<file path="src/rtl/sgdp_pkg.sv">
// ----------------------------------------------------------------------------
// sgdp_pkg
// Types and constants shared by the profile evaluator modules.
// ----------------------------------------------------------------------------
`default_nettype none

package sgdp_pkg;

  // register indexes of the configuration port
  localparam logic [2:0] REG_GRID_START  = 3'd0;
  localparam logic [2:0] REG_GRID_END    = 3'd1;
  localparam logic [2:0] REG_POINT_COUNT = 3'd2;
  localparam logic [2:0] REG_GRID_STEP   = 3'd3;
  localparam logic [2:0] REG_SPREAD      = 3'd4;
  localparam logic [2:0] REG_PEAK_AREA   = 3'd5;
  localparam logic [2:0] REG_PEAK_DEPTH  = 3'd6;
  localparam logic [2:0] REG_BASELINE    = 3'd7;

  // result status codes
  localparam logic [1:0] STAT_OK      = 2'd0;
  localparam logic [1:0] STAT_BAD_CFG = 2'd1;
  localparam logic [1:0] STAT_RANGE   = 2'd2;

  localparam int STEP_W  = 34;  // signed effective step
  localparam int DEPTH_W = 45;  // signed unsaturated depth
  localparam int DIFF_W  = 46;  // signed depth minus centre

  localparam logic [30:0] INV_SQRT_2PI = 31'd1713444047;

  // round(2^32 * exp(-2^(k-16)))
  localparam int EXP_TERMS = 21;
  localparam logic [31:0] EXP_TAB [EXP_TERMS] = '{
    32'd4294901760, 32'd4294836226, 32'd4294705160, 32'd4294443040,
    32'd4293918848, 32'd4292870656, 32'd4290775039, 32'd4286586875,
    32'd4278222805, 32'd4261543595, 32'd4228380000, 32'd4162825044,
    32'd4034748382, 32'd3790295335, 32'd3344923893, 32'd2605029347,
    32'd1580030169, 32'd581260615,  32'd78665070,   32'd1440801,
    32'd483
  };

  typedef struct packed {
    logic signed [31:0]       grid_start;
    logic signed [31:0]       peak_depth;
    logic [30:0]              spread;
    logic [30:0]              peak_area;
    logic [30:0]              baseline;
    logic signed [STEP_W-1:0] step;
    logic                     bad;
  } cfg_t;

  typedef struct packed {
    logic [1:0]         status;
    logic               last;
    logic signed [31:0] dsat;
  } side_t;

  typedef struct packed {
    side_t                     side;
    logic signed [DEPTH_W-1:0] depth;
  } qent_t;

endpackage

`default_nettype wire

</file>
<file path="src/rtl/sgdp_fifo.sv">
// ----------------------------------------------------------------------------
// sgdp_fifo
// Short queue between the front and the evaluation pipeline.
// ----------------------------------------------------------------------------
`default_nettype none

module sgdp_fifo import sgdp_pkg::*; (
  input  logic  clk,
  input  logic  rst_n,
  input  logic  push,
  input  qent_t din,
  output logic  valid,
  output qent_t dout
);

  localparam int DEPTH = 4;
  localparam int PTR_W = $clog2(DEPTH);

  qent_t            mem [DEPTH];
  logic [PTR_W-1:0] wr_r, rd_r;
  logic [PTR_W:0]   fill_r;
  logic             pop;

  // drain whenever something is held
  assign pop   = fill_r != '0;
  assign valid = pop;
  assign dout  = mem[rd_r];

  always_ff @(posedge clk) begin
    if (!rst_n) begin
      wr_r   <= '0;
      rd_r   <= '0;
      fill_r <= '0;
    end else begin
      if (push) wr_r <= wr_r + 1'b1;
      if (pop)  rd_r <= rd_r + 1'b1;
      fill_r <= fill_r + (PTR_W+1)'(push) - (PTR_W+1)'(pop);
    end
  end

  always_ff @(posedge clk) begin
    if (push) mem[wr_r] <= din;
  end

endmodule

`default_nettype wire

</file>
<file path="config.mk">
export PLATFORM = sky130hd
export DESIGN_NAME = sgdp_fifo
export DESIGN_NICKNAME = d
export VERILOG_FILES = /design/src/rtl/sgdp_pkg.sv /design/src/rtl/sgdp_fifo.sv
export SDC_FILE = /design/constraint.sdc
export NUM_CORES = 1
export LEC_CHECK = 0
export ABC_AREA = 1
export BUFFER_PORTS_ARGS = -buffer_cell sky130_fd_sc_hd__buf_2
export CAP_MARGIN = 10
export CORE_ASPECT_RATIO = 0.5
export CORE_UTILIZATION = 62
export DETAILED_ROUTE_END_ITERATION = 10
export GPL_ROUTABILITY_DRIVEN = 0
export GPL_TIMING_DRIVEN = 0
export PLACE_DENSITY_LB_ADDON = 0.12
export SYNTH_ARGS = -nofsm -noshare
export SYNTH_HDL_FRONTEND = slang
export SYNTH_SLANG_ARGS = --single-unit
export TNS_END_PERCENT = 30
</file>
<file path="constraint.sdc">
create_clock -name clk -period 5.6 [get_ports clk]
set_input_delay 0.84 -clock clk [delete_from_list [all_inputs] [get_ports clk]]
set_output_delay 0.84 -clock clk [all_outputs]
set_load 0.02 [all_outputs]
</file>
; Word level (Yosys, flattened, before mapping)
; Memories as Yosys holds them, arrays and structs flattened. A register that Yosys moved wholly into a read port is not among the register bits.
; Index checks and enable logic that the tools add are counted.
[op_classes]
n_addsub = 4
mul = 0
div_mod_pow = 0
order_cmp = 0
eq_ne = 0
shifts = 0
n_mux = 4
bitwise_logic = 0
reduce_logical = 1
[op_table]
columns = cell, n
row1 = $add 2x1->2 const B, 2
row2 = $mux 2, 2
row3 = $add 3x1->3, 1
row4 = $reduce_bool 3->1, 1
row5 = $sub 3x1->3, 1
row6 = $mux 1, 2
[word_totals]
regBits = 7
latch_bits = 0
mem_bits_rw = 320
rom_bits = 0
out_inout_bits = 81
wordCells = 13
memories = 1
[mem_list]
columns = name, depth, width, read_ports, rd_ports_with_merged_regs, write_ports, line_no
row1 = mem, 4, 80, 1, 1, 1, sgdp_fifo.sv:19  ; qent_t mem [DEPTH];

; Longest topological paths before layout
[depth]
word_depth = 3
mapped_depth = 9
ltp_nobuf = 9

; Least setup slack after synthesis
; OpenSTA, ideal clock, no wires.
[synth_path]
kind = in2reg
start = in push
end = mem mem[0][0] in the netlist's numbering (enable)
arrival_time_ns = 2.424
required_ns = 5.166
setup_slack_ns = 2.743
path_stages = 2
n_path_buf = 0
path_cell_list = nand2_1 inv_1
[synth_via]
elab_chain_cells = 2
[synth_lines]
columns = item, line_no
row1 = from (decl), sgdp_fifo.sv:10  ; input logic push,
row2 = $mux 1, sgdp_fifo.sv:42  ; if (push) mem[wr_r] <= din;
row3 = $mux 1 (not written as such), sgdp_fifo.sv:42
row4 = to (decl), sgdp_fifo.sv:19
; Every way passes these cells.

==> implementation parameters <==
Parameter                              Value

Pwr
  Combinational power share ... 35.4%
  LEAKAGE ... 6.081 nW
  Clock network power share ... 26.5%
  Share of power burned in registers ... 38.2%
  Power per unit of standard cell area ... 490.7 nW/µm²
  Net switching share of the total power ... 35.41%
  Psw ... 0.002655 W
  Internal power consumption ... 0.004844 W
  Largest vdd supply drop ... 0.2934 mV

Finish
  Final standard cell count with taps included and fillers excluded ... 1,484
  Share of layout cells above drive strength 1 ... 21.27%
  Post-layout util ... 74.19%
  Area growth from synthesis to layout ... 16.90%
  Fillers ... 1,363
  Final Net Count ... 1,282

Drt
  Number of vias after detailed routing ... 8,159
  Post-route antenna net violation count ... 0
  Initial DRC count ... 697
  Detailed-routing iteration count for the pre-antenna-repair pass ... 8
  Post-Route WL ... 27.08 mm
  Number of vias per cell after detailed routing ... 5.498
  Remaining design rule violation count ... 0
  Routed len/inst ... 18.25 µm

Clock network
  Count of H-tree levels built during CTS ... 1
  TritonCTS clock tree ... built
  Total CTS buffers ... 28
  Worst-path clk slew ... 0.07 ns
  TritonCTS Sinks ... 329
  Clk Latency, worst-skew pair ... 0.55 ns
  Post_cts resized ... 0
  Root Driver ... sky130_fd_sc_hd__clkbuf_16
  Maximum clock insertion buffer count ... 3
  Post-cts hold buffer count ... 0
  Postcts setup bufs ... 0

Logic synthesis
  Cell type contributing the most total cell area after synthesis ... sky130_fd_sc_hd__edfxtp_1
  Count of warnings emitted by yosys ... 0
  Synthesized Nets ... 1,085
  Total of flip-flops plus latches after synthesis ... 329
  Number of library cell types mapped by synthesis ... 18
  Gate count of the mapped netlist ... 995
  Syn Area/Cell ... 13.14 µm²
  Most common flop cell mapped by yosys ... sky130_fd_sc_hd__edfxtp_1
  Library cell with the highest instance count after synthesis ... sky130_fd_sc_hd__edfxtp_1
  Netlist Area Pre-Place ... 13,070 µm²
  Area contributors post-synth ... sky130_fd_sc_hd__edfxtp_1, sky130_fd_sc_hd__inv_1, sky130_fd_sc_hd__nand2_1
  Share of synthesized registers carrying an async set or reset ... 0%
  Adder and majority cell fraction of the synthesized area ... 0.7273%
  Most common library cells after synthesis ... sky130_fd_sc_hd__edfxtp_1, sky130_fd_sc_hd__inv_1, sky130_fd_sc_hd__nand2_1
  Multiplexer fraction of the synthesized cell area ... 0%
  Largest family of logic cells by synthesized area ... compound AO/OA/AOI/OAI gates
  Post-synthesis share of cell area spent on xor and xnor gates ... 0%
  Number of synthesized flops with an enable pin ... 320
  Area share of the largest cell type after synthesis ... 73.50%
  Fraction of the mapped netlist area in simple logic gates ... 5.197%
  Share of the yosys chip area belonging to registers ... 74.88%
  Compound-gate portion of the synthesized area ... 11.05%

Timing
  Fin Hold WS ... 0.5010 ns
  Period minus WS final ... 2.822 ns
  Final-layout setup total negative slack ... 0 ns
  Setup violation total in the final timing report ... 0
  Unrepaired setup endpoints after global routing ... no
  Transition time at the pin with the least slew margin ... 0.5767 ns
  Worst setup margin ... 2.778 ns
  Fin. max-slew vios ... 0
  Timing-limited maximum frequency ... 0.3543 GHz
  Final critical-path share of the clock period ... 50.40%
  Normalized max-slew margin ... 61.55%
  Hold violation count in the final report ... 0
  Clock tree skew after final layout ... 0.009289 ns

Floorplan
  # rows ... 37
  I/O pin count ... 164
  Horizontal die dimension ... 207.4 µm
  Area of the core ... 20,600 µm²
  Die area ... 21,710 µm²
  Die H ... 104.7 µm
  Initial Utilization ... 63.46%

Placed design
  Port buffer count ... 163
  Number of placed instances with taps included ... 1,435
  Worst slack after detailed placement ... 3.374 ns
  Half-perimeter wire length after detailed placement ... 15.66 mm

Setup path
  Largest fanout on the critical path ... 10
  FF-to-FF Start ... fill_r[1]
  Setup slack of the worst register-to-register path ... 3.60 ns
  Type of origin of the critical path ... flip-flop
  Critical path required time ... 4.76 ns
  Reg-to-Reg End ... fill_r[2]
  Critical path endpoint category ... output pin
  WP data arrival ... 1.98 ns
  Critical path class ... flip-flop to output pin
  Length in cells of the worst reg-to-reg path ... 9

Global route
  Wire length of the first global-routing pass ... 41.97 mm
  Tot GR Track Use ... 25.28%
  Vias in the first global route ... 8,192
  Initial antenna violation count ... 3
  Largest net degree at the start of global routing ... 62
  Global-route congestion overflow total ... 0

Min path
  Cells on Worst Hold Path ... 1
  Type of the most critical hold path ... primary input to flip-flop
  Worst Hold Launch ... din[38]
  Sink of the worst hold path ... mem[2][38]

Outcome
  Run status ... finished, final reports clean

Job
  Max-cap viol count ... 0
[stage by stage]
step	total power (W)	instance area (µm²)
after detailed placement	0.005563	14350
after global placement	0.005512	14230
after CTS	0.007538	15280
after global routing	0.007853	15280
after floorplan	0.004659	13070
final	0.007500	15280
[per-layer routing]
metal	global-route usage, %	part of all wire (%)	vias up
li1	-	-	3853
met4	5.384	1.5	0
met2	42.83	50	274
met1	34.28	42	3992
met3	5.200	6.8	40
met5	0	0	-
[cell usage in the layout (no fill, tap or decap)]
cell type	Yosys	final
sky130_fd_sc_hd__o21ai_1	60	60
sky130_fd_sc_hd__clkinv_1	0	8
sky130_fd_sc_hd__clkbuf_1	2	3
sky130_fd_sc_hd__inv_1	177	173
sky130_fd_sc_hd__o21ai_0	22	22
sky130_fd_sc_hd__bufinv_16	0	5
sky130_fd_sc_hd__clkbuf_16	0	29
sky130_fd_sc_hd__o211ai_1	80	80
sky130_fd_sc_hd__buf_6	22	22
sky130_fd_sc_hd__clkbuf_2	7	7
sky130_fd_sc_hd__buf_16	0	4
sky130_fd_sc_hd__edfxtp_1	320	320
sky130_fd_sc_hd__dfxtp_1	9	9
sky130_fd_sc_hd__nor2_1	2	2
sky130_fd_sc_hd__inv_4	0	4
sky130_fd_sc_hd__diode_2	0	3
sky130_fd_sc_hd__a21oi_1	85	85
sky130_fd_sc_hd__ha_1	6	6
sky130_fd_sc_hd__fa_1	1	1
sky130_fd_sc_hd__a21oi_2	1	1
sky130_fd_sc_hd__buf_1	4	4
sky130_fd_sc_hd__nand2_1	175	175
sky130_fd_sc_hd__buf_2	19	182
sky130_fd_sc_hd__nand3_1	3	3
sky130_fd_sc_hd__clkinv_2	0	3
[flip-flops by register name, summed over array words and instances, names as in the netlist, named ones only]
signal	count
wr_r	2
fill_r	3
rd_r	2
mem	320
[worst max-delay path, cell delays in order (launching register included)]
cell and delay [ns]:
sky130_fd_sc_hd__dfxtp_1 0.33, sky130_fd_sc_hd__buf_6 0.15, sky130_fd_sc_hd__clkbuf_1 0.47, sky130_fd_sc_hd__a21oi_1 0.09, sky130_fd_sc_hd__o21ai_0 0.10, sky130_fd_sc_hd__nand2_1 0.12
sky130_fd_sc_hd__buf_2 0.18
[cell families after synthesis]
logic type               count (synthesis)
flip-flops                             329
buffers and inverters                  231
adder cells (fa/ha/maj)                  7
AO/OA/AOI/OAI                          248
AND/OR/NAND/NOR                        180
[power groups by stage]
stage	registers (W)	clock network [W]	logic, W
after floorplan	0.00291	0	0.00174
after global placement	0.00292	0	0.00259
after detailed placement	0.00291	0	0.00265
after CTS	0.00286	0.00201	0.00267
after global routing	0.00287	0.00211	0.00287
final	0.00286	0.00198	0.00265
[area by class of cell]
cell class	count	area [µm²]	area share, %
Sequential cell	329	9789	64.05
Multi-Input combinational cell	435	2220	14.52
Timing Repair Buffer	167	925.9	6.058
Clock buffer	30	729.5	4.773
Inverter	177	674.4	4.413
Buffer	54	400.4	2.620
Tap cell	273	341.6	2.235
Clock inverter	16	195.2	1.277
Antenna cell	3	7.507	0.04912
[worst max-delay path by stage]
stage / from / endpoint / slack, ns / cells after the start
5_1_grt: flip-flop / dout[13] / 2.67 / 6
4_1_cts: flip-flop / dout[9] / 2.79 / 6
6_report: flip-flop / dout[9] / 2.78 / 6
3_3_place_gp: push / mem[3][29] / 1.29 / 3
2_1_floorplan: push / mem[0][0] / 2.74 / 2
3_5_place_dp: flip-flop / dout[9] / 3.37 / 6
Power figures use the tool's default switching activity.
