==> config.mk <==
export PLATFORM = sky130hd
export DESIGN_NAME = sgdp_front
export DESIGN_NICKNAME = d
export VERILOG_FILES = /design/src/rtl/sgdp_pkg.sv /design/src/rtl/sgdp_front.sv
export SDC_FILE = /design/constraint.sdc
export NUM_CORES = 1
export LEC_CHECK = 0
export BUFFER_PORTS_ARGS = -buffer_cell sky130_fd_sc_hd__buf_2
export CORE_ASPECT_RATIO = 0.9
export CORE_MARGIN = 3
export CORE_UTILIZATION = 26
export DETAILED_ROUTE_END_ITERATION = 8
export SLEW_MARGIN = 20
export SYNTH_ARGS = -nofsm -noshare
export SYNTH_HDL_FRONTEND = slang
export SYNTH_SLANG_ARGS = --single-unit
==> constraint.sdc <==
create_clock -name clk -period 7.1 [get_ports clk]
set_clock_uncertainty 0.2 [all_clocks]
set_input_delay 0.71 -clock clk [delete_from_list [all_inputs] [get_ports clk]]
set_output_delay 0.71 -clock clk [all_outputs]
set_load 0.01 [all_outputs]
==> src/rtl/sgdp_pkg.sv <==
// ----------------------------------------------------------------------------
// sgdp_pkg
// Types and constants shared by the profile evaluator modules.
// ----------------------------------------------------------------------------
`default_nettype none

package sgdp_pkg;

  // register indexes of the configuration port
  localparam logic [2:0] REG_GRID_START  = 3'd0;
  localparam logic [2:0] REG_GRID_END    = 3'd1;
  localparam logic [2:0] REG_POINT_COUNT = 3'd2;
  localparam logic [2:0] REG_GRID_STEP   = 3'd3;
  localparam logic [2:0] REG_SPREAD      = 3'd4;
  localparam logic [2:0] REG_PEAK_AREA   = 3'd5;
  localparam logic [2:0] REG_PEAK_DEPTH  = 3'd6;
  localparam logic [2:0] REG_BASELINE    = 3'd7;

  // result status codes
  localparam logic [1:0] STAT_OK      = 2'd0;
  localparam logic [1:0] STAT_BAD_CFG = 2'd1;
  localparam logic [1:0] STAT_RANGE   = 2'd2;

  localparam int STEP_W  = 34;  // signed effective step
  localparam int DEPTH_W = 45;  // signed unsaturated depth
  localparam int DIFF_W  = 46;  // signed depth minus centre

  localparam logic [30:0] INV_SQRT_2PI = 31'd1713444047;

  // round(2^32 * exp(-2^(k-16)))
  localparam int EXP_TERMS = 21;
  localparam logic [31:0] EXP_TAB [EXP_TERMS] = '{
    32'd4294901760, 32'd4294836226, 32'd4294705160, 32'd4294443040,
    32'd4293918848, 32'd4292870656, 32'd4290775039, 32'd4286586875,
    32'd4278222805, 32'd4261543595, 32'd4228380000, 32'd4162825044,
    32'd4034748382, 32'd3790295335, 32'd3344923893, 32'd2605029347,
    32'd1580030169, 32'd581260615,  32'd78665070,   32'd1440801,
    32'd483
  };

  typedef struct packed {
    logic signed [31:0]       grid_start;
    logic signed [31:0]       peak_depth;
    logic [30:0]              spread;
    logic [30:0]              peak_area;
    logic [30:0]              baseline;
    logic signed [STEP_W-1:0] step;
    logic                     bad;
  } cfg_t;

  typedef struct packed {
    logic [1:0]         status;
    logic               last;
    logic signed [31:0] dsat;
  } side_t;

  typedef struct packed {
    side_t                     side;
    logic signed [DEPTH_W-1:0] depth;
  } qent_t;

endpackage

`default_nettype wire

==> src/rtl/sgdp_front.sv <==
// ----------------------------------------------------------------------------
// sgdp_front
// Classify a request by status and compute its grid depth.
// ----------------------------------------------------------------------------
`default_nettype none

module sgdp_front import sgdp_pkg::*; #(
  parameter int MAX_POINTS = 1024,
  localparam int CNT_W = $clog2(MAX_POINTS + 1)
) (
  input  logic             clk,
  input  logic             rst_n,
  input  logic             accept,
  input  logic [9:0]       point_index,
  input  cfg_t             cfg,
  input  logic [CNT_W-1:0] count,
  output logic             push,
  output qent_t            ent
);

  logic        v1_r, v2_r, v3_r;
  logic [9:0]  idx1_r;
  side_t       side1_r, side2_r;
  logic signed [DEPTH_W-1:0] prod2_r;
  logic signed [DEPTH_W-1:0] depth;
  qent_t       ent3_r;
  logic [1:0]  status;

  always_comb begin
    priority if (cfg.bad)
      status = STAT_BAD_CFG;
    else if (32'(point_index) >= 32'(count))
      status = STAT_RANGE;
    else
      status = STAT_OK;
  end

  always_ff @(posedge clk) begin
    if (!rst_n) begin
      v1_r <= 1'b0;
      v2_r <= 1'b0;
      v3_r <= 1'b0;
    end else begin
      v1_r <= accept;
      v2_r <= v1_r;
      v3_r <= v2_r;
    end
  end

  assign depth = DEPTH_W'(cfg.grid_start) + prod2_r;

  always_ff @(posedge clk) begin
    idx1_r         <= point_index;
    side1_r.status <= status;
    side1_r.last   <= (status == STAT_OK) && (32'(point_index) + 32'd1 == 32'(count));
    side1_r.dsat   <= 32'sd0;
    prod2_r        <= $signed({1'b0, idx1_r}) * cfg.step;
    side2_r        <= side1_r;
    ent3_r.side.status <= side2_r.status;
    ent3_r.side.last   <= side2_r.last;
    priority if (depth > $signed(DEPTH_W'(32'h7FFF_FFFF)))
      ent3_r.side.dsat <= 32'sh7FFF_FFFF;
    else if (depth < -$signed(DEPTH_W'(33'h0_8000_0000)))
      ent3_r.side.dsat <= 32'sh8000_0000;
    else
      ent3_r.side.dsat <= depth[31:0];
    ent3_r.depth <= depth;
  end

  assign push = v3_r;
  assign ent  = ent3_r;

endmodule

`default_nettype wire

---- After elaboration in Yosys (flattened, before gate mapping) ----
Index checks and enable logic that the tools add are counted.
word-level totals
  input port bits ......................... 216
  output and inout bits ................... 81
  logic and storage cells ................. 25
  register bits ........................... 144
operators by class
  add/sub/neg operators ................... 2
  mux-type cells .......................... 3
  $mul .................................... 1
  reduce and logical (&&, ||, !) cells .... 2
  equality and inequality tests ........... 1
  $lt $le $gt $ge ......................... 3
operators with widths
  kind                                                                             number
  32-bit by 45-bit adder with 45-bit output                                        1
  45-bit by 32-bit > comparator with 1-bit output (second input constant)          1
  45-bit by 32-bit less-than comparator with 1-bit output (second input constant)  1
  11-bit by 34-bit multiplier with 45-bit output                                   1
  32-bit 2-to-1 mux                                                                1
  10-bit by 1-bit adder with 11-bit output (second input constant)                 1
  11-bit equality test                                                             1
  10-bit by 11-bit greater-or-equal comparator with 1-bit output                   1
  2-bit 2-to-1 mux                                                                 2
  2-bit logical NOT                                                                1
  1-bit logical AND                                                                1

---- Depth between registers and ports, before layout ----
Gate-level depths: netlist of the first run.
  word-level depth ........................ 5
  gate-level depth with buffers ........... 24
  mapped depth without buffers ............ 22

---- Worst setup path after synthesis of the first run ----
OpenSTA, ideal clock, no wires.
  path type ............................... input to register
  start point ............................. input port cfg[9] (netlist name)
  end point ............................... register prod2_r[44]
  buffers on the path ..................... 1
  path slack .............................. 0.818 ns
  cell stages on the path ................. 21
  library setup time ...................... 0.096 ns
  arrival time ............................ 5.986 ns
  required time ........................... 6.804 ns
  cells stage by stage .................... clkbuf_1 > nand2_1 > fa_1 > inv_1 > fa_1 > fa_1 > fa_1 > inv_1 > fa_1 > inv_1 > ha_1 > o21a_1 > o21ai_0 > a21o_1 > o31a_1 > o31ai_1 > o21ai_1 > o41a_1 > o21ai_1 > mux2i_1 > nor4b_1
between the ends
  longest elaborated chain between the ends .. 1
RTL lines
  element                                         line              text
  from (decl)                                     sgdp_front.sv:15  input cfg_t cfg,
  11-bit by 34-bit multiplier with 45-bit output  sgdp_front.sv:57  prod2_r <= $signed({1'b0, idx1_r}) * cfg.step;
  to (signal assigned)                            sgdp_front.sv:57
  to (decl)                                       sgdp_front.sv:24  logic signed [DEPTH_W-1:0] prod2_r;
No other way between the ends.
A chain may end at the register's enable or synchronous reset.

---- Worst setup path in the final report of the first run ----
  start point ............................. register idx1_r[6]
  end point ............................... register prod2_r[44]
between the ends
  longest elaborated chain between the ends .. 1
RTL lines
  element                                         line              text
  from (decl)                                     sgdp_front.sv:22  logic [9:0] idx1_r;
  from (signal assigned)                          sgdp_front.sv:53  idx1_r <= point_index;
  11-bit by 34-bit multiplier with 45-bit output  sgdp_front.sv:57
No other way between the ends.

==> results of run 1 <==
-- power by group through the flow --
| stage | combinational, mW | sequential, mW | clock, mW |
|---|---|---|---|
| 2_1_floorplan | 6.28 | 1.52 | 0 |
| 3_3_place_gp | 8.18 | 1.47 | 0 |
| 3_5_place_dp | 8.26 | 1.47 | 0 |
| 4_1_cts | 8.31 | 1.45 | 0.944 |
| 5_1_grt | 9.40 | 1.48 | 0.975 |
| 6_report | 8.24 | 1.44 | 0.908 |
-- cell families after synthesis --
kind of cell    synth area share, %
buf+inv                       9.808
xor+xnor                      4.386
mux                          0.2248
simple gates                  15.92
compound gates                12.01
fa+ha+maj                     41.96
flops                         15.69
-- per-stage QoR --
step                cell area, um^2  hold slack (ns)
finish                        20800           0.1265
global route                  20790           0.1348
CTS                           20790           0.1283
detailed placement            20200           0.1121
global placement              20200           0.1119
floorplan                     18370           0.1096
-- path summary, 6_finish.rpt --
| kind | endpoint | slack [ns] |
|---|---|---|
| setup reg to reg | prod2_r[44] | 0.68 |
| hold / removal | ent[79] | 0.13 |
| hold reg to reg | ent[79] | 0.13 |
| setup / recovery | prod2_r[44] | 0.68 |
-- state kept, by name, summed over array words and instances (netlist names) --
name	cells
ent	80
idx1_r	10
prod2_r	45
push	1
side1_r	3
side2_r	3
v1_r	1
v2_r	1
-- critical path, cell delays in order, from the launching register on --
cell	delay [ns]
dfxtp_1	0.61
buf_4	0.35
nand2_1	0.11
fa_1	0.53
inv_1	0.07
fa_1	0.56
fa_1	0.43
fa_1	0.49
inv_1	0.05
fa_1	0.47
inv_1	0.04
ha_1	0.36
and3_1	0.23
nand2_1	0.09
o31a_1	0.31
o31ai_1	0.10
o21ai_1	0.23
o41a_1	0.42
o21ai_1	0.16
buf_4	0.15
mux2i_1	0.07
nor4b_1	0.29
-- per-layer routing --
layer | wire length, um | part of all wire [%] | up-vias
li1 | - | - | 6757
met1 | 23920 | 50 | 6602
met2 | 20600 | 43 | 338
met3 | 2883 | 6.0 | 48
met4 | 477 | 0.99 | 16
met5 | 114 | 0.24 | -
-- cell usage in the layout, fill, tap and decap left out, types with 10 or more instances in the layout --
cell,netlist,final
o21ai_2,31,31
a31oi_1,10,10
buf_4,4,27
dfxtp_1,144,144
nand2_1,253,253
clkbuf_16,0,17
o21ai_0,32,32
and3_1,16,16
nand3_1,24,24
nor3_1,22,22
buf_2,9,171
nand4_1,14,14
nor2_1,55,55
o21a_1,11,11
fa_1,290,290
xor2_1,39,39
o21bai_1,17,17
o21ai_1,10,10
ha_1,152,152
and2_1,157,157
xnor2_1,53,53
inv_1,376,376
a21oi_1,78,78
a21o_1,56,56
-- final cells by class --
class                   count  area [um^2]  share of cell area [%]
clock inverters            14        147.6                  0.7098
repair buffers            198         1059                   5.089
multi-input cells        1448        13690                   65.80
flip-flops and latches    144         2883                   13.86
diodes                      4        10.01                 0.04812
inverters                 376         1411                   6.785
well taps                 930         1164                   5.594
clock buffers              18        439.2                   2.111
==> out/metrics.csv, run 1 <==
metric;value;unit
max_slew.worst_pin.slew;0.9891;ns
r2r-start;idx1_r[6];
clockPowerShare;8.6;%
start_kind;register;
rsz0062_at_grt;false;
intPower;5.245;mW
grtUsageMet3;3.116;%
cts_buffers;17;
avgSynthCellArea;8.922;um^2
power;10.59;mW
switching_power;5.350;mW
synth_seq_cells;144;
netSwitchingFraction;50.50;%
grt_pass1_wl;77870;um
synth_top_area_share;31.60;%
cts_tree;yes;
final_nets;2843;
setup_viol;0;
synthCells;2059;
viasPerCell;4.394;
crit_path_end_kind;register;
cellPowerDensity;509.3;nW/um^2
clockBufferDepth;2;
vias;13760;
cp_max_fo;21;
cts_resized;0;
dp_cells;3096;
p_seq_share;13.6;%
insertion_delay;0.48;ns
drt-total-wl;47990;um
reg2reg_depth;21;
yosys_warnings;0;
synth_fp_nets;2717;
synth_edf_count;0;
synth_ff_type;dfxtp_1;
initial_core_util;26.54;%
drt_pre_antenna_iters;5;
critPathRequiredTime;7.27;ns
max_freq;155.8;MHz
hold_depth;0;
portBuffers;171;
layout-drive-gt1-share;12.56;%
globalRouteOverflowTotal;0;
max_slew_margin;34.06;%
yosysMostFrequentCell;inv_1;
comb_power_share;77.8;%
ctsRootBufferMaster;clkbuf_16;
core_area;69230;um^2
synthTopCellsByArea;fa_1 32%, dfxtp_1 16%, ha_1 10%;
synth_commonest_cells;376 x inv_1, 290 x fa_1, 253 x nand2_1;
critPathArrivalTime;6.59;ns
drtIter0Drc;584;
hp-start;side2_r[34];
ys_seq_area_share;15.69;%
fillers;7408;
crit_start;idx1_r[6];
yosys.area.top_type;fa_1;
status;completed;
cts_setup_buffers;0;
io_pins;297;
place_ws;0.3773;ns
finalCoreUtilization;30.05;%
place_congestion;0.8790;
chipHeight;258.2;um
clk_pin_slew_worst_paths;0.07;ns
timing.final.crit_share;90.38;%
layout_setup_ws;0.6831;ns
postCtsHoldBufs;0;
antenna_found_initial;14;
route.detailed.drc;0;
cts.sinks;144;
wl_per_cell;15.32;um
path_class;register to register;
met2_usage;20.63;%
slew_violations;0;
hp-class;register to register;
grt_max_degree;32;
irDropWorstVdd;270.1;uV
grt_pass1_vias;14060;
die-area;73880;um^2
postRouteAntennaNets;0;
use_met1;19.02;%
fin_cells;3132;
placementRows;91;
htree_levels;4;
die_width;286.2;um
area_growth;13.23;%
cap_viol_max_count;0;
grt_usage;13.35;%
leakage;10.23;nW
final.setup.tns;0;ns
netlist_area;18370;um^2
async_flop_share;0;%
fin_crit;6.417;ns
top_usage_layer;met2;
hold_viol_final;0;
ys_types;76;
hpwlAfterDp;40760;um
Power figures use the tool's default switching activity.
==> inputs of run 2 (changes only) <==
--- a/config.mk
+++ b/config.mk
@@ -7,7 +7,7 @@
 export LEC_CHECK = 0
 export BUFFER_PORTS_ARGS = -buffer_cell sky130_fd_sc_hd__buf_2
 export CORE_ASPECT_RATIO = 0.9
-export CORE_MARGIN = 3
+export CORE_MARGIN = 5
 export CORE_UTILIZATION = 26
 export DETAILED_ROUTE_END_ITERATION = 8
 export SLEW_MARGIN = 20
==> run 2 against run 1 <==
  * Utilization down 0.31 points
  * Non-clock buffer count up 3
  * Global-route usage decreased by 0.49 points
  * Sequential power about the same
  * Flip-flop and latch count unchanged
  * Combinational power about the same
  * First-iteration DRC count increased by 0.17%
  * Sequential share of layout area about the same
  * Critical path depth stayed put
==> out/metrics.csv, run 2 (synthesis gave the netlist of run 1 again) <==
metric;value;unit
chipHeight;262.2;um
cts_tree;yes;
antenna_found_initial;10;
hpwlAfterDp;40750;um
start_kind;register;
cts_resized;0;
drtIter0Drc;585;
cts_setup_buffers;0;
portBuffers;171;
grt_pass1_wl;78500;um
finalCoreUtilization;29.74;%
hp-start;side1_r[33];
layout_commonest_cell;inv_1;
viasPerCell;4.333;
cp_max_fo;9;
power;10.56;mW
final_nets;2846;
drt_pre_antenna_iters;5;
cpMostUsedCell;fa_1;
reg2reg_depth;21;
place_ws;0.4179;ns
max_slew_margin;38.32;%
grt_usage;12.86;%
status;completed;
timing.rr.end;prod2_r[44];
htree_levels;4;
slew_violations;0;
die_width;290.2;um
max_freq;155.7;MHz
clockBufferDepth;2;
hold_depth;0;
cts.sinks;144;
fin_crit;6.423;ns
critPathArrivalTime;6.58;ns
max_slew.worst_pin.slew;0.9251;ns
postRouteAntennaNets;0;
r2r-start;idx1_r[5];
hp-class;register to register;
hold_viol_final;0;
wl_met3;2773;um
leakage;10.23;nW
area_growth;13.30;%
vias;13630;
setup_viol;0;
placementRows;92;
wl_met2;20970;um
route.detailed.drc;0;
grt_max_degree;35;
irDropWorstVdd;243.9;uV
final_cell_mix;376 x inv_1, 290 x fa_1, 253 x nand2_1;
ctsRootBufferMaster;clkbuf_16;
cts_buffers;17;
rsz0062_at_grt;false;
cap_viol_max_count;0;
top_layer_used;met5;
cellPowerDensity;507.2;nW/um^2
timing.final.crit_share;90.46;%
layout-drive-gt1-share;12.63;%
layout_setup_ws;0.6774;ns
wl_per_cell;15.17;um
io_pins;297;
r2r_slack;0.68;ns
largest_reg_flops;80;
place_congestion;0.8612;
path_class;register to register;
postCtsHoldBufs;0;
insertion_delay;0.46;ns
final.setup.tns;0;ns
core_area;69990;um^2
initial_core_util;26.25;%
crit_path_end_kind;register;
critPathRequiredTime;7.26;ns
grt_pass1_vias;14280;
die-area;76080;um^2
globalRouteOverflowTotal;0;
holdPathEnd;side2_r[33];
clk_pin_slew_worst_paths;0.06;ns
critical_path.slowest_cell;dfxtp_1;
cpPeakStageDelay;0.67;ns
drt-total-wl;47730;um
wl_met1;23480;um
path_cells;nand2_1 -> fa_1 -> inv_1 -> fa_1 -> fa_1 -> fa_1 -> inv_1 -> fa_1 -> inv_1 -> ha_1 -> o21a_1 -> o21ai_0 -> a21o_1 -> o31a_1 -> o31ai_1 -> o21ai_1 -> o41a_1 -> o21ai_1 -> buf_4 -> mux2i_1 -> nor4b_1;
## run 2: changes by cell type in the layout (fill, tap and decap cells not counted)
cell       delta
clkbuf_1      +1
bufinv_16     -1
buf_4         +3
clkinv_4      -2
diode_2       +1
inv_6         +2
## run 2: layout make-up
cell class                      count  area, um^2
Fill cell                        7528       49170
Multi-Input combinational cell   1448       13690
Sequential cell                   144        2883
Inverter                          376        1411
Tap cell                          940        1176
Timing Repair Buffer              201        1081
Clock buffer                       19       442.9
Clock inverter                     13       117.6
Antenna cell                        5       12.51
## run 2: worst max-delay path: cells and delay by family, from the launching register on
family / cells / cell delay, ns
compound gates: 8 / 1.57
fa+ha+maj: 6 / 3.03
buf+inv: 4 / 0.29
flops: 1 / 0.67
mux: 1 / 0.07
simple gates: 2 / 0.45
## run 2: where the power goes
part / leakage (nW) / internal [mW] / total [mW] / switching, mW
clock: 0.271 / 0.466 / 0.858 / 0.392
sequential: 1.21 / 1.30 / 1.44 / 0.137
combinational: 8.75 / 3.46 / 8.26 / 4.80
## run 2: metal layers
layer / vias up / track usage (%)
li1: 6772 / -
met1: 6542 / 18.06
met2: 265 / 20.34
met3: 42 / 3.287
met4: 12 / 2.376
met5: - / 0
## run 2: metrics by stage
stage | instances | area, um^2 | hold WS (ns)
after floorplan | 2059 | 18370 | 0.1096
after global placement | 3109 | 20240 | 0.1145
after detailed placement | 3109 | 20240 | 0.1121
after CTS | 3141 | 20800 | 0.1273
after global routing | 3141 | 20800 | 0.1330
final | 3146 | 20810 | 0.1261
## run 2: how the worst max path moves through the flow
stage | start | endpoint | slack (ns) | depth (start not counted)
after global routing | idx1_r[4] | prod2_r[44] | 0.23 | 21
after detailed placement | cfg[9] | prod2_r[44] | 0.42 | 21
final | idx1_r[5] | prod2_r[44] | 0.68 | 21
after CTS | idx1_r[5] | prod2_r[44] | 0.62 | 20
after floorplan | cfg[9] | prod2_r[44] | 0.82 | 21
after global placement | cfg[4] | prod2_r[41] | 0.43 | 20
==> inputs of run 3 (changes only) <==
--- a/config.mk
+++ b/config.mk
@@ -5,11 +5,11 @@
 export SDC_FILE = /design/constraint.sdc
 export NUM_CORES = 1
 export LEC_CHECK = 0
-export BUFFER_PORTS_ARGS = -buffer_cell sky130_fd_sc_hd__buf_2
 export CORE_ASPECT_RATIO = 0.9
 export CORE_MARGIN = 5
 export CORE_UTILIZATION = 26
 export DETAILED_ROUTE_END_ITERATION = 8
+export DONT_BUFFER_PORTS = 1
 export SLEW_MARGIN = 20
 export SYNTH_ARGS = -nofsm -noshare
 export SYNTH_HDL_FRONTEND = slang
==> run 3 against run 2 <==
  * Critical path depth is 1 lower
  * First-iteration DRC count is 14% higher
  * Flip-flop and latch count stayed put
  * Wire length is 0.39% higher
  * Fmax is 2.4% lower
  * Setup slack worse by 0.16 ns
  * Die area stayed put
  * Via count is 3.5% lower
  * Largest power group unchanged
==> out/metrics.csv, run 3 (synthesis gave the netlist of run 1 again) <==
metric;value;unit
final_nets;2666;
drt-total-wl;47910;um
chipHeight;262.2;um
cap_viol_max_count;0;
final.setup.tns;0;ns
max_slew.worst_pin.slew;1.034;ns
ctsRootBufferMaster;clkbuf_16;
postCtsHoldBufs;0;
power;10.38;mW
initial_core_util;26.25;%
crit_path_end_kind;register;
leakage;9.544;nW
core_area;69990;um^2
io_pins;297;
cellPowerDensity;521.4;nW/um^2
hp-class;input pin to register;
drtIter0Drc;668;
globalRouteOverflowTotal;0;
layout_setup_ws;0.5207;ns
vias;13150;
critPathRequiredTime;7.25;ns
grt_pass1_vias;13750;
clockBufferDepth;2;
die_width;290.2;um
max_freq;152.0;MHz
layout_commonest_cell;inv_1;
cp_max_fo;20;
place_area;19320;um^2
clk_pin_slew_worst_paths;0.07;ns
path_class;register to register;
die-area;76080;um^2
grt_pass1_wl;77740;um
place_congestion;0.8484;
cpPeakStageDelay;0.63;ns
design_area;19910;um^2
hp-start;point_index[0];
drt_pre_antenna_iters;5;
status;completed;
largest_reg_flops;80;
fillers;7475;
placementRows;92;
layout-drive-gt1-share;4.899;%
crit_buf_inv;5;
crit_family;adder cells;
cts_resized;0;
portBuffers;0;
fin_cells;2961;
setup_viol;0;
path_cells;buf_4 -> nand2_1 -> fa_1 -> inv_1 -> fa_1 -> fa_1 -> fa_1 -> inv_1 -> fa_1 -> inv_1 -> ha_1 -> and3_1 -> nand2_1 -> o31ai_1 -> o21ai_1 -> o41a_1 -> o21ai_1 -> buf_4 -> mux2i_1 -> nor4b_1;
insertion_delay;0.47;ns
cpMostUsedCell;fa_1;
cts_buffers;17;
viasPerCell;4.441;
htree_levels;4;
max_slew_margin;31.00;%
critPathArrivalTime;6.72;ns
route.detailed.drc;0;
hold_viol_final;0;
finalCoreUtilization;28.45;%
antenna_cells;0;
dp_cells;2929;
place_ws;0.5627;ns
critical_path.slowest_cell;dfxtp_1;
crit_start;idx1_r[5];
timing.final.crit_share;92.67;%
wl_per_cell;16.18;um
cts.sinks;144;
r2r-start;idx1_r[5];
antenna_found_initial;1;
grt_max_degree;35;
cts_setup_buffers;0;
hpwlAfterDp;40430;um
area_growth;8.391;%
final_cell_mix;376 x inv_1, 290 x fa_1, 253 x nand2_1;
fin_crit;6.579;ns
irDropWorstVdd;213.5;uV
rsz0062_at_grt;false;
postRouteAntennaNets;0;
grt_usage;12.83;%
start_kind;register;
slew_violations;0;
hold_ws;0.06639;ns
cts_tree;yes;
==> run 3: changes by cell type in the layout (fill, tap and decap cells not counted), moves of 2 or more <==
cell,delta
inv_6,-3
buf_2,-171
buf_4,-9
inv_8,+2
clkinv_4,+2
diode_2,-5
==> run 3: metal layers <==
metal  global-route usage (%)  vias to the layer above  part of all wire [%]
li1                         -                     6392                     -
met1                    17.81                     6435                    48
met2                    20.62                      296                    45
met3                    3.279                       25                   6.4
met4                    2.190                        2                  0.72
met5                        0                        -                 0.027
==> run 3: final timing paths <==
path | end | slack (ns) | cells after the start
worst min-delay path | idx1_r[0] | 0.07 | 0
worst max-delay path | prod2_r[44] | 0.52 | 20
worst max register to register | prod2_r[44] | 0.52 | 20
worst min register to register | ent[77] | 0.12 | 0
==> run 3: cell type report <==
class | count | area (um^2) | area share, %
clock buffers | 17 | 425.4 | 2.136
clock inverters | 15 | 170.2 | 0.8546
inverters | 376 | 1411 | 7.088
multi-input cells | 1448 | 13690 | 68.74
flip-flops and latches | 144 | 2883 | 14.48
well taps | 940 | 1176 | 5.907
repair buffers | 21 | 157.7 | 0.7918
==> run 3: power breakdown <==
group | total (mW) | switching [mW] | internal, mW | leakage, nW
combinational | 7.86 | 4.57 | 3.28 | 8.04
clock | 0.923 | 0.424 | 0.499 | 0.290
sequential | 1.60 | 0.298 | 1.30 | 1.21
==> run 3: worst reg2reg max path, delay by kind of cell (launching register included) <==
family / cells / cell delay (ns)
adders and majority gates: 6 / 2.86
AOI/OAI and AO/OA: 4 / 1.25
and+or+nand+nor: 4 / 0.78
buffers and inverters: 5 / 0.66
DFF: 1 / 0.63
muxes: 1 / 0.07
