$ cat config.mk
export PLATFORM = sky130hd
export DESIGN_NAME = sgdp_cfg
export DESIGN_NICKNAME = d
export VERILOG_FILES = /design/src/rtl/sgdp_pkg.sv /design/src/rtl/sgdp_cfg.sv
export SDC_FILE = /design/constraint.sdc
export NUM_CORES = 1
export LEC_CHECK = 0
export BUFFER_PORTS_ARGS = -buffer_cell sky130_fd_sc_hd__buf_2
export CORE_MARGIN = 8
export CORE_UTILIZATION = 45
export DETAILED_ROUTE_END_ITERATION = 12
export GPL_ROUTABILITY_DRIVEN = 0
export SLEW_MARGIN = 5
export SYNTH_ARGS = -nofsm -noshare
export SYNTH_HDL_FRONTEND = slang
export SYNTH_SLANG_ARGS = --single-unit
$ cat constraint.sdc
create_clock -name clk -period 5.1 [get_ports clk]
set_input_delay 0 -clock clk [delete_from_list [all_inputs] [get_ports clk]]
set_output_delay 0 -clock clk [all_outputs]
set_load 0.02 [all_outputs]
$ cat src/rtl/sgdp_pkg.sv
// ----------------------------------------------------------------------------
// sgdp_pkg
// Types and constants shared by the profile evaluator modules.
// ----------------------------------------------------------------------------
`default_nettype none

package sgdp_pkg;

  // register indexes of the configuration port
  localparam logic [2:0] REG_GRID_START  = 3'd0;
  localparam logic [2:0] REG_GRID_END    = 3'd1;
  localparam logic [2:0] REG_POINT_COUNT = 3'd2;
  localparam logic [2:0] REG_GRID_STEP   = 3'd3;
  localparam logic [2:0] REG_SPREAD      = 3'd4;
  localparam logic [2:0] REG_PEAK_AREA   = 3'd5;
  localparam logic [2:0] REG_PEAK_DEPTH  = 3'd6;
  localparam logic [2:0] REG_BASELINE    = 3'd7;

  // result status codes
  localparam logic [1:0] STAT_OK      = 2'd0;
  localparam logic [1:0] STAT_BAD_CFG = 2'd1;
  localparam logic [1:0] STAT_RANGE   = 2'd2;

  localparam int STEP_W  = 34;  // signed effective step
  localparam int DEPTH_W = 45;  // signed unsaturated depth
  localparam int DIFF_W  = 46;  // signed depth minus centre

  localparam logic [30:0] INV_SQRT_2PI = 31'd1713444047;

  // round(2^32 * exp(-2^(k-16)))
  localparam int EXP_TERMS = 21;
  localparam logic [31:0] EXP_TAB [EXP_TERMS] = '{
    32'd4294901760, 32'd4294836226, 32'd4294705160, 32'd4294443040,
    32'd4293918848, 32'd4292870656, 32'd4290775039, 32'd4286586875,
    32'd4278222805, 32'd4261543595, 32'd4228380000, 32'd4162825044,
    32'd4034748382, 32'd3790295335, 32'd3344923893, 32'd2605029347,
    32'd1580030169, 32'd581260615,  32'd78665070,   32'd1440801,
    32'd483
  };

  typedef struct packed {
    logic signed [31:0]       grid_start;
    logic signed [31:0]       peak_depth;
    logic [30:0]              spread;
    logic [30:0]              peak_area;
    logic [30:0]              baseline;
    logic signed [STEP_W-1:0] step;
    logic                     bad;
  } cfg_t;

  typedef struct packed {
    logic [1:0]         status;
    logic               last;
    logic signed [31:0] dsat;
  } side_t;

  typedef struct packed {
    side_t                     side;
    logic signed [DEPTH_W-1:0] depth;
  } qent_t;

endpackage

`default_nettype wire

$ cat src/rtl/sgdp_cfg.sv
// ----------------------------------------------------------------------------
// sgdp_cfg
// Configuration registers and step/count reconciliation by a serial divider.
// ----------------------------------------------------------------------------
`default_nettype none

module sgdp_cfg import sgdp_pkg::*; #(
  parameter int MAX_POINTS = 1024,
  localparam int CNT_W = $clog2(MAX_POINTS + 1)
) (
  input  logic             clk,
  input  logic             rst_n,
  input  logic             cfg_we,
  input  logic [2:0]       cfg_index,
  input  logic [31:0]      cfg_wdata,
  output cfg_t             cfg,
  output logic [CNT_W-1:0] count,
  output logic             busy
);

  localparam logic [1:0] SEQ_IDLE = 2'd0;
  localparam logic [1:0] SEQ_LOAD = 2'd1;
  localparam logic [1:0] SEQ_DIV  = 2'd2;
  localparam logic [1:0] SEQ_FIN  = 2'd3;

  logic signed [31:0] grid_start_r, grid_end_r, peak_depth_r;
  logic [10:0]        point_count_r;
  logic [30:0]        grid_step_r, spread_r, peak_area_r, baseline_r;

  logic [1:0]  state_r, state_nxt;
  logic [4:0]  cnt_r, cnt_nxt;
  logic [30:0] div_r, div_nxt;
  logic [30:0] rem_r, rem_nxt;
  logic [31:0] quo_r, quo_nxt;
  logic signed [STEP_W-1:0] step_r, step_nxt;
  logic [CNT_W-1:0]         count_r, count_nxt;
  logic                     bad_r, bad_nxt;

  logic signed [32:0] span;
  logic               span_neg;
  logic [32:0]        span_abs;
  logic [31:0]        trial;
  logic               ge;
  logic signed [STEP_W-1:0] q_s;
  logic [CNT_W-1:0]   pc_clamp;
  logic               cfg_invalid;

  always_ff @(posedge clk) begin
    if (!rst_n) begin
      grid_start_r  <= 32'sd0;
      grid_end_r    <= 32'sd16384000;
      point_count_r <= 11'd0;
      grid_step_r   <= 31'd65536;
      spread_r      <= 31'd655360;
      peak_area_r   <= 31'd0;
      peak_depth_r  <= 32'sd0;
      baseline_r    <= 31'd0;
    end else if (cfg_we) begin
      unique case (cfg_index)
        REG_GRID_START:  grid_start_r  <= cfg_wdata;
        REG_GRID_END:    grid_end_r    <= cfg_wdata;
        REG_POINT_COUNT: point_count_r <= cfg_wdata[10:0];
        REG_GRID_STEP:   grid_step_r   <= cfg_wdata[30:0];
        REG_SPREAD:      spread_r      <= cfg_wdata[30:0];
        REG_PEAK_AREA:   peak_area_r   <= cfg_wdata[30:0];
        REG_PEAK_DEPTH:  peak_depth_r  <= cfg_wdata;
        REG_BASELINE:    baseline_r    <= cfg_wdata[30:0];
      endcase
    end
  end

  assign span     = 33'(grid_end_r) - 33'(grid_start_r);
  assign span_neg = span[32];
  assign span_abs = span_neg ? 33'(-span) : 33'(span);
  assign trial    = {rem_r, quo_r[31]};
  assign ge       = trial >= {1'b0, div_r};
  assign q_s      = span_neg ? -$signed({2'b00, quo_r}) : $signed({2'b00, quo_r});
  assign pc_clamp = (32'(point_count_r) > 32'(MAX_POINTS)) ? CNT_W'(MAX_POINTS)
                                                           : CNT_W'(point_count_r);
  assign cfg_invalid = (spread_r == 31'd0) ||
                       (point_count_r == 11'd0 && grid_step_r == 31'd0);

  always_comb begin
    state_nxt = state_r;
    cnt_nxt   = cnt_r;
    div_nxt   = div_r;
    rem_nxt   = rem_r;
    quo_nxt   = quo_r;
    step_nxt  = step_r;
    count_nxt = count_r;
    bad_nxt   = bad_r;
    unique case (state_r)
      SEQ_IDLE: begin
      end
      SEQ_LOAD: begin
        div_nxt   = (point_count_r != 11'd0) ? 31'(point_count_r) : grid_step_r;
        rem_nxt   = 31'd0;
        quo_nxt   = span_abs[31:0];
        cnt_nxt   = 5'd0;
        state_nxt = cfg_invalid ? SEQ_FIN : SEQ_DIV;
      end
      SEQ_DIV: begin
        rem_nxt = ge ? 31'(trial - {1'b0, div_r}) : trial[30:0];
        quo_nxt = {quo_r[30:0], ge};
        cnt_nxt = cnt_r + 5'd1;
        if (cnt_r == 5'd31) state_nxt = SEQ_FIN;
      end
      SEQ_FIN: begin
        state_nxt = SEQ_IDLE;
        bad_nxt   = cfg_invalid;
        step_nxt  = STEP_W'(grid_step_r);
        count_nxt = pc_clamp;
        if (!cfg_invalid) begin
          priority if (point_count_r != 11'd0 && grid_step_r != 31'd0) begin
            bad_nxt = q_s != $signed(STEP_W'(grid_step_r));
          end else if (point_count_r != 11'd0) begin
            step_nxt = q_s;
          end else begin
            priority if (q_s < 0)
              count_nxt = '0;
            else if (q_s > $signed(STEP_W'(MAX_POINTS)))
              count_nxt = CNT_W'(MAX_POINTS);
            else
              count_nxt = CNT_W'(q_s);
          end
        end
      end
    endcase
    // restart on any write
    if (cfg_we) state_nxt = SEQ_LOAD;
  end

  always_ff @(posedge clk) begin
    if (!rst_n) begin
      state_r <= SEQ_LOAD;
      cnt_r   <= 5'd0;
      step_r  <= '0;
      count_r <= '0;
      bad_r   <= 1'b1;
    end else begin
      state_r <= state_nxt;
      cnt_r   <= cnt_nxt;
      step_r  <= step_nxt;
      count_r <= count_nxt;
      bad_r   <= bad_nxt;
    end
  end

  always_ff @(posedge clk) begin
    div_r <= div_nxt;
    rem_r <= rem_nxt;
    quo_r <= quo_nxt;
  end

  assign busy  = state_r != SEQ_IDLE;
  assign count = count_r;

  always_comb begin
    cfg.grid_start = grid_start_r;
    cfg.peak_depth = peak_depth_r;
    cfg.spread     = spread_r;
    cfg.peak_area  = peak_area_r;
    cfg.baseline   = baseline_r;
    cfg.step       = step_r;
    cfg.bad        = bad_r;
  end

endmodule

`default_nettype wire

== After elaboration in Yosys (flattened, before gate mapping) ==
Index checks and enable logic that the tools add are counted.
Storage, ports and cells
  bits in read-only memories: 0
  flip-flop bits (word level): 378
  word-level logic and storage cells: 83
  memories: 0
  latch bits: 0
  input port bits: 38
  bits in writable memories: 0
  output and inout port bits: 204
Operators by class
  $lt $le $gt $ge: 4
  equal/unequal tests: 13
  shifts and indexed selects: 0
  bitwise operators: 1
  divide/modulo/power cells: 0
  $add $sub $neg: 5
  reduce and logical (&&, ||, !) cells: 22
  $mul: 0
  muxes and demuxes: 21
Operator list (number)
  $mux 34: 4
  $mux 11: 7
  $pmux 32 s2: 1
  $logic_not 31->1: 2
  $pmux 31 s2: 1
  $gt 34x12->1 const B: 1
  $lt 34x1->1 const B: 1
  $ne 34x32->1: 1
  $neg 32->34: 1
  $sub 32x32->33: 1
  $ge 32x31->1: 1
  $mux 32: 1
  $neg 32->32: 1
  $mux 31: 1
  $reduce_bool 31->1: 1
  $sub 31x31->31: 1
  $reduce_and 2->1: 9
  $eq 3x3->1 const B: 4
  $gt 11x11->1 const B: 1
  $logic_not 11->1: 1
  $reduce_bool 11->1: 1
  $pmux 5 s2: 1
  $eq 3x2->1 const B: 2
  $pmux 2 s3: 1
  15 further kinds: 20

== Logic depth before layout (Yosys ltp) ==
Gate-level depths: netlist of the first run.
  word-level depth: 8
  gate-level depth with buffers: 17
  depth with buffers taken out: 15

== Worst setup path before layout of the first run ==
Ideal clock, no wire load.
  path kind: register to register
  from: register grid_start_r[0]
  to: register quo_r[30] (data pin)
  setup slack: 0.928 ns
  buffers on the path: 0
  stages on the path, launching flop included: 15
  required time: 4.840 ns
  data arrival time: 3.912 ns
  period minus slack after synthesis: 4.172 ns
  setup time: 0.260 ns
  cells stage by stage: dfxtp_1 > ha_1 > inv_1 > fa_1 > a211oi_2 > o21ai_2 > a31oi_2 > a21boi_0 > o311ai_0 > o31ai_1 > nor4_2 > nand4_1 > o41ai_2 > xnor2_1 > mux2_2
Between the ends
  word-level cells in the longest chain between the ends: 4
Ends and longest elaborated chain
  start: declaration: RTL line sgdp_cfg.sv:26  | logic signed [31:0] grid_start_r, grid_end_r, peak_depth_r;
  start signal: assignment: RTL line sgdp_cfg.sv:60  | REG_GRID_START: grid_start_r <= cfg_wdata;
  $sub 32x32->33 *: RTL line sgdp_cfg.sv:72  | assign span = 33'(grid_end_r) - 33'(grid_start_r);
  $neg 32->32: RTL line sgdp_cfg.sv:74  | assign span_abs = span_neg ? 33'(-span) : 33'(span);
  $mux 32 *: RTL line sgdp_cfg.sv:74
  $pmux 32 s2 *: RTL line sgdp_cfg.sv:92  | unique case (state_r)
  net quo_nxt[30]: RTL line sgdp_cfg.sv:34  | logic [31:0] quo_r, quo_nxt;
  end signal: assignment: RTL line sgdp_cfg.sv:152  | quo_r <= quo_nxt;
  end: declaration: RTL line sgdp_cfg.sv:34
Mark *: on every way through the listed nets, which the timed path passes. The rest lies on a longest branch.
A chain may end at the register's enable or synchronous reset.

== Worst setup path after layout of the first run ==
Ends and elaborated chain as after synthesis.

==> results of run 1 <==
-- cell usage after synthesis (18+ instances only) --
cell / instances
xnor2_1: 82
dfxtp_1: 284
o211ai_1: 18
nand4_1: 23
xor2_1: 46
and2_1: 32
a21o_1: 36
nor3_1: 51
edfxtp_1: 94
a21boi_0: 234
nor4_1: 33
nand2_1: 584
ha_1: 72
clkbuf_1: 144
nor2_1: 104
nand3_1: 61
mux2i_1: 30
a31oi_1: 22
inv_1: 108
or3_1: 21
o21ai_0: 106
a21oi_1: 149
-- worst max-delay path, cell delays in order, from the launching register on --
cell	delay [ns]
dfxtp_1	0.36
ha_1	0.18
inv_1	0.05
fa_1	0.43
a211oi_2	0.27
o21ai_2	0.15
a31oi_2	0.21
a21boi_0	0.17
o311ai_0	0.70
o31ai_1	0.23
nor4_2	0.44
nand4_1	0.29
o41ai_2	0.43
xnor2_1	0.13
mux2_2	0.27
-- power groups by stage --
stage                     clock network (mW)  registers [mW]  logic (mW)
after floorplan                            0            3.59        2.03
after CTS                               3.20            3.71        2.62
after global routing                    3.31            3.75        2.87
after global placement                     0            3.76        2.56
after detailed placement                   0            3.77        2.58
final                                   3.14            3.73        2.66
-- worst min path at each step --
stage                            end  slack (ns)          start  cells past startpoint
floorplan             grid_end_r[17]        0.12  cfg_wdata[17]                      2
global placement    grid_start_r[31]        0.31  cfg_wdata[31]                      3
detailed placement  grid_start_r[31]        0.32  cfg_wdata[31]                      3
CTS                  grid_start_r[5]       0.006   cfg_index[2]                      5
global route         grid_start_r[5]        0.07   cfg_index[2]                      5
finish               grid_start_r[5]        0.04   cfg_index[2]                      5
-- sequential cells by signal, indices dropped and copies added, names as in the netlist --
name	count
point_count_r	11
baseline_r	31
bad_r	1
peak_area_r	31
grid_start_r	32
grid_end_r	32
count	11
peak_depth_r	32
spread_r	31
step_r	34
cnt_r	5
grid_step_r	31
div_r	31
state_r	2
rem_r	31
quo_r	32
-- repair_timing --
action / CTS / global route
endpoints found under the hold margin: 267 / 0
gates resized for setup: 0 / 0
hold buffers: 37 / 0
-- stage by stage --
stage               hold slack, ns  area, um2    util  setup slack, ns  power (mW)
floorplan                   0.1240      21440       -           0.9281       5.618
global placement            0.3115      23040  0.4865           0.7380       6.318
global route               0.06687      24850  0.5249          0.09193       9.929
CTS                       0.006332      24850  0.5249           0.5524       9.525
detailed placement          0.3200      23040  0.4865           0.5552       6.352
finish                     0.03694      24850  0.5249           0.5221       9.526
-- cells by family (layout without fill, tap and decap cells) --
group,after synthesis,after routing,synth area share
adders and majority gates,74,74,0.04388
buffers and inverters,279,499,0.05094
other,0,1,0
xor gates and xnor gates,130,130,0.05438
DFF,378,378,0.3968
and+or+nand+nor,1011,1011,0.2154
muxes,35,35,0.01680
AOI/OAI and AO/OA,702,702,0.2218
-- layer usage --
layer  vias to the layer above  part of all wire
li1                       9480                 -
met1                      9411              0.43
met2                       798              0.46
met3                       153             0.082
met4                         0             0.027
met5                         -                 0
-- cell type report --
| type | count | area share |
|---|---|---|
| well taps | 615 | 0.03096 |
| multi-input cells | 1952 | 0.4788 |
| clock buffers | 61 | 0.05060 |
| clock inverters | 20 | 0.007501 |
| repair buffers | 310 | 0.07335 |
| inverters | 108 | 0.01631 |
| diodes | 1 | 0.0001007 |
| flip-flops and latches | 378 | 0.3423 |
==> metrics.cfg, run 1 <==
[worst_setup_path]
crit_arrival_ns = 4.90
r2r_cells = 14
r2r_start = grid_start_r[0]
r2r_end = quo_r[30]
cp.required_ns = 5.42
critical_path.endpoint = quo_r[30]
critPathKind = flip-flop to flip-flop
startpoint = grid_start_r[0]
end_kind = flip-flop
cp-start-kind = flip-flop
r2r_slack_ns = 0.52
cp_max_fo = 5

[grt]
antenna_found_initial = 0
grt_pass1_wl_um = 111400
grt_max_degree = 132
grt_use_met3 = 0.05649
track_usage = 0.2573
use_met1 = 0.3375
grt-ovfl-total = 0
top_usage_layer = met2
grt.met2_usage = 0.4217
grt_pass1_vias = 19219

[power]
seqPwrFrac = 0.391
p_switching_mw = 3.265
switching_share = 0.3427
p_int_mw = 6.261
p_per_area_mw_per_mm2 = 383.3
p_leak_nw = 9.877
ir_drop_mv = 0.3236
combPwrFrac = 0.279
clock_power_share = 0.330

[yosys]
synthArstFlopShare = 0
synth-seq-area-share = 0.3968
syn_nets = 2721
yosys_warnings = 0
yosys-top-cells-area = dfxtp_1, edfxtp_1, nand2_1
synth_edf_count = 94
synth-seq-cells = 378
synthFlopType = dfxtp_1
synth.distinct_cells = 90
synth_area_leader_cell = dfxtp_1
synthCells = 2609
syn_avg_cell_area_um2 = 8.219
yosys.area.top_type_share = 0.2651
syn-cell-area_mm2 = 0.02144

[sta]
tightestPinTransition_ns = 1.255
setup_tns_ns = 0
finalSetupViolations = 0
final.min_clock_period_ns = 4.578
slew_violations = 0
max_freq_mhz = 218.4
skew_ns = 0.01133
rsz0062_at_grt = no
finalCritPeriodShare = 0.8976
hold_violations = 0
relSlewSlack = 0.1609

[final_layout]
drive_above_1_share = 0.1421
layout_common_cells = nand2_1, dfxtp_1, buf_2, a21boi_0, a21oi_1
fill_cells = 4480
fin_nets = 2906
seq_area_mm2 = 0.008508
layout_commonest_cell = nand2_1
multi_input_area_mm2 = 0.01190
syn2layout_area_growth_pct = 15.89
final_cells = 3445

[clock_tree]
clk_root_buffer_cell = clkbuf_16
cts_buffers = 44
clk_latency_ns = 0.58
clk_path_buf_depth = 3
cts_setup_buffers = 0
cts_max_level = 2
path_clk_slew_ns = 0.06
cts_sinks = 378
cts_tree = yes

[drt]
vias_per_cell = 5.760
wl_per_cell_um = 21.15
antenna_left = 0
drt-initial-drc-count = 1662
drtPass1Iterations = 6
drc = 0
vias = 19842
drt_wl_total_um = 72860

[worst_hold_path]
hp-class = primary input to flip-flop

[floorplan]
dieWidth_um = 234.3
row_count = 80
start_util = 0.4529
dieArea_mm2 = 0.05490
ios = 242
fp.dieH_um = 234.3
core_mm2 = 0.04735

[placement]
io_buffers = 241
dp.cells = 3326
dp_hpwl_um = 53380

[flow_run]
cap_violations = 0

[run_status]
status = complete, no violations

(Power assumes the default switching activity.)
==> run 2: changes to the inputs <==
- PLACE_DENSITY: default -> 0.66
- clock period: 5.1 -> 3.92 ns (I/O delays scaled with it)
==> metrics.cfg, run 2 (synthesis results as in run 1) <==
[worst_setup_path]
critPathKind = flip-flop to flip-flop  ; unchanged
cp_max_fo = 6  ; was 5
cp.required_ns = 4.44  ; was 5.42 ns
r2r_start = grid_end_r[0]  ; was grid_start_r[0]
r2r_cells = 17  ; was 14
r2r_slack_ns = 0.08  ; was 0.52 ns
crit_arrival_ns = 4.37  ; was 4.90 ns
cp-start-kind = flip-flop  ; unchanged
end_kind = flip-flop  ; unchanged
r2r_end = count[1]  ; was quo_r[30]

[clock_tree]
clk_root_buffer_cell = clkbuf_16  ; unchanged
clk_path_buf_depth = 3  ; unchanged
cts_tree = yes  ; unchanged
clk_latency_ns = 0.59  ; was 0.58 ns
cts_sinks = 378  ; unchanged
path_clk_slew_ns = 0.06  ; about the same
cts_max_level = 2  ; unchanged
cts_buffers = 42  ; was 44

[grt]
grt_max_degree = 214  ; was 132
grt.met2_usage = 0.4210  ; was 0.4217
grt_use_met3 = 0.05322  ; was 0.05649
grt-ovfl-total = 0  ; unchanged
grt_pass1_wl_um = 113200  ; was 111400 um
use_met1 = 0.3338  ; was 0.3375
track_usage = 0.2591  ; was 0.2573
grt_pass1_vias = 20337  ; was 19219
antenna_found_initial = 0  ; unchanged
top_usage_layer = met2  ; unchanged

[floorplan]
dieWidth_um = 234.3  ; unchanged
start_util = 0.4529  ; unchanged
dieArea_mm2 = 0.05490  ; unchanged
ios = 242  ; unchanged
core_mm2 = 0.04735  ; unchanged
fp.dieH_um = 234.3  ; unchanged
row_count = 80  ; unchanged

[sta]
setup_tns_ns = 0  ; unchanged
finalSetupViolations = 0  ; unchanged
rsz0062_at_grt = yes  ; was no
max_freq_mhz = 260.2  ; was 218.4 MHz
finalCritPeriodShare = 0.9805  ; was 0.8976
tightestPinTransition_ns = 1.266  ; was 1.255 ns
final.min_clock_period_ns = 3.843  ; was 4.578 ns
hold_violations = 0  ; unchanged
slew_violations = 0  ; unchanged
setup_ws_ns = 0.07662  ; was 0.5221 ns
skew_ns = 0.05615  ; was 0.01133 ns
relSlewSlack = 0.1538  ; was 0.1609

[placement]
place_worst_setup_slack_ns = -0.1427  ; was 0.5552 ns
place_area_mm2 = 0.02428  ; was 0.02304 mm2
io_buffers = 241  ; unchanged
dp.cells = 3485  ; was 3326
dp_hpwl_um = 53370  ; was 53380 um

[drt]
vias_per_cell = 5.749  ; was 5.760
wl_per_cell_um = 20.38  ; was 21.15 um
drc = 0  ; unchanged
vias = 20736  ; was 19842
drt_wl_total_um = 73520  ; was 72860 um
drt-initial-drc-count = 1879  ; was 1662
drtPass1Iterations = 5  ; was 6
antenna_left = 0  ; unchanged

[final_layout]
layout_common_cells = nand2_1, dfxtp_1, buf_2, a21boi_0, buf_4  ; was nand2_1, dfxtp_1, buf_2, a21boi_0, a21oi_1
largest_reg_flops = 34  ; unchanged
layout_commonest_cell = nand2_1  ; unchanged
fin_area_mm2 = 0.02657  ; was 0.02485 mm2
syn2layout_area_growth_pct = 23.91  ; was 15.89%
final_cells = 3607  ; was 3445
fin_nets = 3075  ; was 2906
antenna_cells = 0  ; was 1
drive_above_1_share = 0.2092  ; was 0.1421
top_register = step_r  ; unchanged

[power]
p_per_area_mw_per_mm2 = 493.5  ; was 383.3 mW/mm2
totalPowerFinal_mw = 13.11  ; was 9.526 mW
ir_drop_mv = 0.3281  ; was 0.3236 mV
p_leak_nw = 10.82  ; was 9.877 nW

[worst_hold_path]
hold_end = point_count_r[2]  ; was grid_start_r[5]
min_from = cfg_index[1]  ; was cfg_index[2]
hp-class = primary input to flip-flop  ; unchanged
hold_depth = 5  ; unchanged

[flow_run]
cap_violations = 0  ; unchanged

[run_status]
status = complete, no violations  ; unchanged

[run 2: cell count changes in the layout (fill, tap and decap cells not counted), moves of 5 or more]
cell,delta
dfxtp_2,+9
ha_4,+9
buf_12,+5
dfxtp_1,-9
buf_4,+163
inv_2,+5
ha_1,-10
[run 2: metal layers]
layer  up-vias  share of wire  wire length, um
li1       9788              -                -
met1      9865           0.42            30790
met2       884           0.46            33700
met3       199          0.081             5986
met4         0          0.041             3051
met5         -              0                0
[run 2: layout make-up]
class                           instances  area, um2
Inverter                              108      405.4
Multi-Input combinational cell       1952      12240
Fill cell                            4301      20770
Sequential cell                       378       8519
Clock buffer                           58       1212
Timing Repair Buffer                  481       3196
Clock inverter                         15      226.5
Tap cell                              615      769.5
[run 2: metrics by stage]
| step | utilization | hold slack (ns) |
|---|---|---|
| global route | 0.5612 | 0.1499 |
| detailed placement | 0.5127 | 0.3173 |
| finish | 0.5612 | 0.1167 |
| global placement | 0.5127 | 0.3038 |
| floorplan | - | 0.1240 |
| CTS | 0.5518 | 0.08316 |
[run 2: timing repair]
item / 4_1_cts / 5_1_grt
hold buffers: 36 / 0
gates resized for setup: 6 / 67
setup endpoints to repair: 14 / 54
endpoints found under the hold margin: 247 / 0
gates cloned: 0 / 1
setup buffers: 2 / 11
pin swaps: 4 / 22
[run 2: critical path, stage by stage, from the launching register on]
cell and delay, ns:
dfxtp_2 0.33, inv_2 0.06, ha_4 0.12, inv_2 0.04
fa_2 0.34, a211oi_2 0.28, o21ai_2 0.11, a31o_4 0.26
o211ai_4 0.30, and2_4 0.22, mux2_4 0.30, nand2_2 0.07
or4b_4 0.47, nor4_4 0.27, buf_4 0.18, nand4b_4 0.14
clkbuf_16 0.19, o21ai_2 0.09
[run 2: how the worst max path moves through the flow]
stage	startpoint	end	slack, ns	depth (start not counted)
floorplan	grid_start_r[0]	quo_r[30]	-0.02	14
global placement	grid_start_r[16]	quo_r[31]	-0.09	14
detailed placement	grid_end_r[0]	quo_r[31]	-0.14	15
CTS	grid_end_r[0]	count[10]	0.02	16
global route	grid_end_r[0]	count[6]	-0.08	17
finish	grid_end_r[0]	count[1]	0.08	17
[run 2: power breakdown]
group	switching, mW	internal [mW]
Combinational	2.49	1.87
Sequential	0.258	4.37
Clock	1.69	2.44
